`src/design/hrdc_pkg.sv`:
```
// ============================================================================
// hrdc_pkg
// Shared types, constants and the signature hash for the replacement engine.
// ============================================================================
package hrdc_pkg;

   localparam int SETS         = 2048;
   localparam int SET_W        = 11;
   localparam int WAYS         = 16;
   localparam int WAY_W        = 4;
   localparam int LINE_W       = 58;
   localparam int PC_W         = 64;
   localparam int SIG_W        = 32;
   localparam int AGE_W        = 8;
   localparam int REUSE_W      = 4;
   localparam int REUSE_MAX    = 15;
   localparam int AGE_MAX      = 255;
   localparam int WINDOW       = 32;
   localparam int PTR_W        = 5;
   localparam int FILL_W       = 6;
   localparam int STRIDE_LIMIT = 64;
   localparam int GROUP        = 4;
   localparam int GROUPS       = WAYS / GROUP;
   localparam int KEY_W        = LINE_W + AGE_W;
   localparam int QUEUE_DEPTH  = 2;
   localparam int QPTR_W       = 1;
   localparam int QCNT_W       = 2;

   localparam logic KIND_QUERY  = 1'b0;
   localparam logic KIND_UPDATE = 1'b1;

   typedef struct packed {
      logic                  kind;
      logic [SET_W-1:0]      set_index;
      logic [WAY_W-1:0]      way_index;
      logic [LINE_W-1:0]     line_address;
      logic                  was_hit;
      logic [WAYS-1:0]       valid_mask;
      logic [SIG_W-1:0]      signature;
   } hrdc_item_type;

   typedef struct packed {
      logic                  valid;
      logic [LINE_W-1:0]     tag;
      logic [AGE_W-1:0]      age;
      logic [REUSE_W-1:0]    reuse;
      logic [SIG_W-1:0]      signature;
   } hrdc_way_type;

   typedef hrdc_way_type [WAYS-1:0] hrdc_row_type;

   typedef struct packed {
      logic [LINE_W-1:0]     previous_line;
      logic                  stride_ok;
      logic [WINDOW-1:0]     hit_window;
      logic [PTR_W-1:0]      window_pointer;
      logic [FILL_W-1:0]     window_fill;
   } hrdc_hist_type;

   typedef logic [SIG_W-1:0][PC_W-1:0] hrdc_crc_mask_type;

   // bitwise reflected crc-32 register update, used at elaboration only
   function automatic logic [SIG_W-1:0] crc_core(input logic [PC_W-1:0] v,
                                                 input logic [SIG_W-1:0] init);
      logic [SIG_W-1:0] c;
      c = init;
      for (int i = 0; i < PC_W; i++) begin
         if (c[0] ^ v[i]) begin
            c = (c >> 1) ^ 32'hEDB88320;
         end else begin
            c = c >> 1;
         end
      end
      return c;
   endfunction

   function automatic hrdc_crc_mask_type crc_mask_table();
      hrdc_crc_mask_type m;
      logic [SIG_W-1:0]  col;
      m = '0;
      for (int j = 0; j < PC_W; j++) begin
         col = crc_core(PC_W'(1) << j, '0);
         for (int i = 0; i < SIG_W; i++) begin
            m[i][j] = col[i];
         end
      end
      return m;
   endfunction

   localparam hrdc_crc_mask_type CRC_MASK  = crc_mask_table();
   localparam logic [SIG_W-1:0]  CRC_CONST = ~crc_core('0, 32'hFFFFFFFF);

   // crc is linear: one parity per output bit plus the constant from the seed
   function automatic logic [SIG_W-1:0] sig_of(input logic [PC_W-1:0] v);
      logic [SIG_W-1:0] s;
      for (int i = 0; i < SIG_W; i++) begin
         s[i] = (^(v & CRC_MASK[i])) ^ CRC_CONST[i];
      end
      return s;
   endfunction

endpackage

```
`src/design/hrdc_front.sv`:
```
// ============================================================================
// hrdc_front
// Accepts transactions, hashes the signature and queues them for the back end.
// ============================================================================
module hrdc_front (
   input  logic                        clock,
   input  logic                        reset,
   input  logic                        start,
   output logic                        busy,
   input  logic                        req_kind,
   input  logic [hrdc_pkg::SET_W-1:0]  req_set_index,
   input  logic [hrdc_pkg::WAY_W-1:0]  req_way_index,
   input  logic [hrdc_pkg::LINE_W-1:0] req_line_address,
   input  logic [hrdc_pkg::PC_W-1:0]   req_program_counter,
   input  logic                        req_was_hit,
   input  logic [hrdc_pkg::WAYS-1:0]   req_valid_mask,
   input  logic                        init_done,
   input  logic                        q_pop,
   output logic                        q_valid,
   output hrdc_pkg::hrdc_item_type     q_item
);

   hrdc_pkg::hrdc_item_type            q_ff [hrdc_pkg::QUEUE_DEPTH];
   logic [hrdc_pkg::QPTR_W-1:0]        wr_ptr_ff, rd_ptr_ff;
   logic [hrdc_pkg::QCNT_W-1:0]        count_ff, count_in;
   hrdc_pkg::hrdc_item_type            item;
   logic                               push;

   assign busy    = (count_ff == hrdc_pkg::QCNT_W'(hrdc_pkg::QUEUE_DEPTH)) || !init_done;
   assign push    = start && !busy;
   assign q_valid = (count_ff != '0);
   assign q_item  = q_ff[rd_ptr_ff];

   always_comb begin
      item.kind         = req_kind;
      item.set_index    = req_set_index;
      item.way_index    = req_way_index;
      item.line_address = req_line_address;
      item.was_hit      = req_was_hit;
      item.valid_mask   = req_valid_mask;
      item.signature    = hrdc_pkg::sig_of(
         {{(hrdc_pkg::PC_W-hrdc_pkg::LINE_W){1'b0}}, req_line_address}
         ^ req_program_counter);
   end

   always_comb begin
      unique case ({push, q_pop})
         2'b10:   count_in = count_ff + 1'b1;
         2'b01:   count_in = count_ff - 1'b1;
         default: count_in = count_ff;
      endcase
   end

   always_ff @(posedge clock) begin
      if (reset) begin
         wr_ptr_ff <= '0;
         rd_ptr_ff <= '0;
         count_ff  <= '0;
      end else begin
         count_ff <= count_in;
         if (push) begin
            wr_ptr_ff <= wr_ptr_ff + 1'b1;
         end
         if (q_pop) begin
            rd_ptr_ff <= rd_ptr_ff + 1'b1;
         end
      end
      if (push) begin
         q_ff[wr_ptr_ff] <= item;
      end
   end

endmodule

```
`config.mk`:
```
export PLATFORM = sky130hd
export DESIGN_NAME = hrdc_front
export DESIGN_NICKNAME = d
export VERILOG_FILES = /design/src/design/hrdc_pkg.sv /design/src/design/hrdc_front.sv
export SDC_FILE = /design/constraint.sdc
export NUM_CORES = 1
export LEC_CHECK = 0
export BUFFER_PORTS_ARGS = -buffer_cell sky130_fd_sc_hd__buf_2
export CAP_MARGIN = 10
export CELL_PAD_IN_SITES_DETAIL_PLACEMENT = 1
export CELL_PAD_IN_SITES_GLOBAL_PLACEMENT = 1
export CORE_AREA = 4 4 175 177
export DETAILED_ROUTE_END_ITERATION = 10
export DIE_AREA = 0 0 179 181
export PLACE_DENSITY_LB_ADDON = 0.1
export SYNTH_ARGS = -nofsm -noshare
export SYNTH_HDL_FRONTEND = slang
export SYNTH_SLANG_ARGS = --single-unit
```
`constraint.sdc`:
```
create_clock -name clock -period 20.1 [get_ports clock]
set_clock_uncertainty 0.15 [all_clocks]
set_input_delay 3.015 -clock clock [delete_from_list [all_inputs] [get_ports clock]]
set_output_delay 3.015 -clock clock [all_outputs]
set_load 0.02 [all_outputs]
```
==> summary.txt <==
Clock tree
  • Root buffer cell: clkbuf_16
  • Cts bufs inserted: 28
  • Cts repair resizes: 0
  • H-Tree Depth: 1
  • CTS tree: yes
  • CTS Hold Bufs: 0
  • Post-CTS setup repair buffer count: 0
  • Worst-case clock buffer depth: 3
  • Total clock sinks: roughly 250
  • Clk_lat worst skew: between 0.5 and 0.6 ns
  • Worst-path clk slew: about 0.060 ns

Hold path
  • Min-Delay Path Class: reg2reg
  • Hold Path Depth: 2

Cells and area
  • Layout Cells excl Fill: between 1500 and 2000
  • Most common cell after layout, fill and taps aside: xnor2_1
  • Final instance area: 17000 um2
  • Highest-count cells in the layout ignoring fill and taps: xnor2_1 (327), buf_2 (284), edfxtp_1 (246), mux2_2 (123), xor2_1 (66)
  • Area growth syn-to-layout: 19.2%
  • Final net count: ~1400
  • Share of layout cells above drive strength 1: between 40% and 50%
  • Util after Layout: 58.3%
  • Antenna fix cells: 0

Global routing
  • Overall routing resource usage: a little under a quarter
  • Total gr overflow: 0
  • Initial antenna violation count: 0
  • Global-route wire length before repair: around 56 mm
  • Vias in the first global route: approximately 8900
  • Largest net degree at the start of global routing: 71

Pwr
  • Static leakage: about 6.3 nW
  • Design Power: around 2.4 mW
  • Pwr dens: around 140 nW/um2
  • Peak supply drop: 74.3 uV

Routing
  • Vias per cell: 5.05
  • DRC: 0
  • Routed len/inst: 24.0 um
  • Post-DRT Antenna Nets: 0
  • Pre-Repair DR Iteration Count: 6
  • Final WL: roughly 38 mm
  • Drt initial violations: 421
  • Via count: just over 8000

Worst setup path
  • Crit path cell chain: buf_2, o21ai_0, buf_2
  • Most frequent CP cell: buf_2
  • Worst-path fanout max: 2
  • Slowest stage delay, CP: roughly 0.18 ns
  • Worst r2r path cells: 4
  • Slowest cell on the critical path: buf_2
  • CP Class: in2out
  • CP required: ~17 ns
  • Worst Path Arrival: about 3.4 ns
  • CP startpoint kind: input port
  • CP endpoint kind: primary output

Yosys
  • Largest cells by area after synthesis: edfxtp_1 (52%), xnor2_1 (20%), mux2_2 (9.7%)
  • Synth warnings: 0
  • Mapped Nets: roughly 1100
  • Synthesized area per cell: between 15 and 20 um2
  • Cell accounting for the most synthesized area: edfxtp_1
  • Share of the synthesized area in the top cell type: a little over 50%
  • Post-synthesis register bit count: approximately 250
  • Cell variety after synth: 22
  • Synthesized instance count: about 900
  • Sequential share of the synthesized area: 52.4%
  • Mapped Area: ~14000 um2

Placed design
  • Placed cell count: about 1600
  • Post-DP Area: 16200 um2
  • Port-buffer cells: 284
  • Detailed Place HPWL: slightly below 30 mm
  • Setup WS pre-CTS: about 14 ns
  • Gp weighted congestion: just under 1

Floorplan
  • Die ar.: 32400 um2
  • I/O pin cnt: 285
  • Die width: around 180 um
  • Core Rows: 63
  • Initial core utilization: 48.9%
  • Core area: approximately 29000 um2
  • Die Height: approximately 180 um

STA
  • Highest Clock Rate: roughly 0.15 GHz
  • Final Cycle Share: 32.4%
  • RSZ-0062 raised after global routing: false
  • Slew Limit Headroom: between 20 and 25%
  • Tmin final: approximately 6.5 ns
  • Worst slew pin tran: between 1 and 1.5 ns
  • Slew Limit Fails: 0
  • Fin. Hold Viols: 0
  • Fin Hold WS: 0.356 ns
  • Final setup margin: 13.59 ns
  • Final setup vio count: 0
  • Setup TNS: 0 ns

Run status
  • Status: completed

Run
  • Max-cap violation count: 0
cell families after synthesis:
family | synth area share [%]
buffers and inverters | 0.516
adder cells (fa/ha/maj) | 0.0875
multiplexers | 9.69
AND/OR/NAND/NOR | 0.245
XOR/XNOR | 36.9
AO/OA/AOI/OAI | 0.158
flip-flops | 52.4
layout make-up:
class	instances	area [um2]
Tap cell	390	488
Inverter	2	7.51
Timing Repair Buffer	291	1470
Clock buffer	38	759
Sequential cell	251	7490
Clock inverter	10	70.1
Fill cell	2818	12200
Multi-Input combinational cell	621	6750
flip-flops by register name (all words and copies together) (netlist names), named ones only:
| register | flops |
|---|---|
| count_ff | 2 |
| wr_ptr_ff | 1 |
| rd_ptr_ff | 1 |
| q_ff | 246 |
where the power goes:
part	internal (mW)	total (mW)	leakage (nW)	switching (mW)
combinational	0.562	1.19	3.62	0.633
sequential	0.762	0.780	2.30	0.0186
clock	0.274	0.467	0.400	0.193
synthesized netlist by cell type:
| library cell | count |
|---|---|
| a21oi_1 | 1 |
| buf_2 | 2 |
| clkbuf_1 | 15 |
| dfxtp_1 | 5 |
| edfxtp_1 | 246 |
| ha_1 | 1 |
| inv_1 | 2 |
| mux2_2 | 123 |
| nor2_1 | 6 |
| o211ai_1 | 1 |
| o21ai_0 | 2 |
| or2_2 | 1 |
| or3_1 | 1 |
| xnor2_1 | 327 |
| xnor2_2 | 36 |
| xnor2_4 | 7 |
| xnor3_1 | 34 |
| xnor3_2 | 3 |
| xor2_1 | 66 |
| xor2_2 | 9 |
| xor3_1 | 2 |
| xor3_2 | 1 |
layer usage:
layer	part of all wire, %	routed length (um)	global-route usage (%)	vias up
met5	0	0	0	-
met4	3.2	1230	7.40	0
met3	7.2	2780	4.60	67
met2	50	19100	39.6	305
met1	40	15300	30.1	4008
li1	-	-	-	3718
worst paths after layout:
path / from / endpoint / slack (ns)
setup reg to reg: count_ff[0]$_SDFFE_PP0P_ / q_ff[1][60]$_DFFE_PP_ / 16.86
hold reg to reg: rd_ptr_ff$_SDFFE_PP0P_ / flip-flop / 0.36
setup / recovery: init_done / busy / 13.59
hold / removal: rd_ptr_ff$_SDFFE_PP0P_ / flip-flop / 0.36
worst max-delay path, delay by kind of cell:
family	cells	cell delay (ns)
buf+inv	2	0.28
compound gates	1	0.05
No activity file was read; power rests on OpenSTA's default activity.
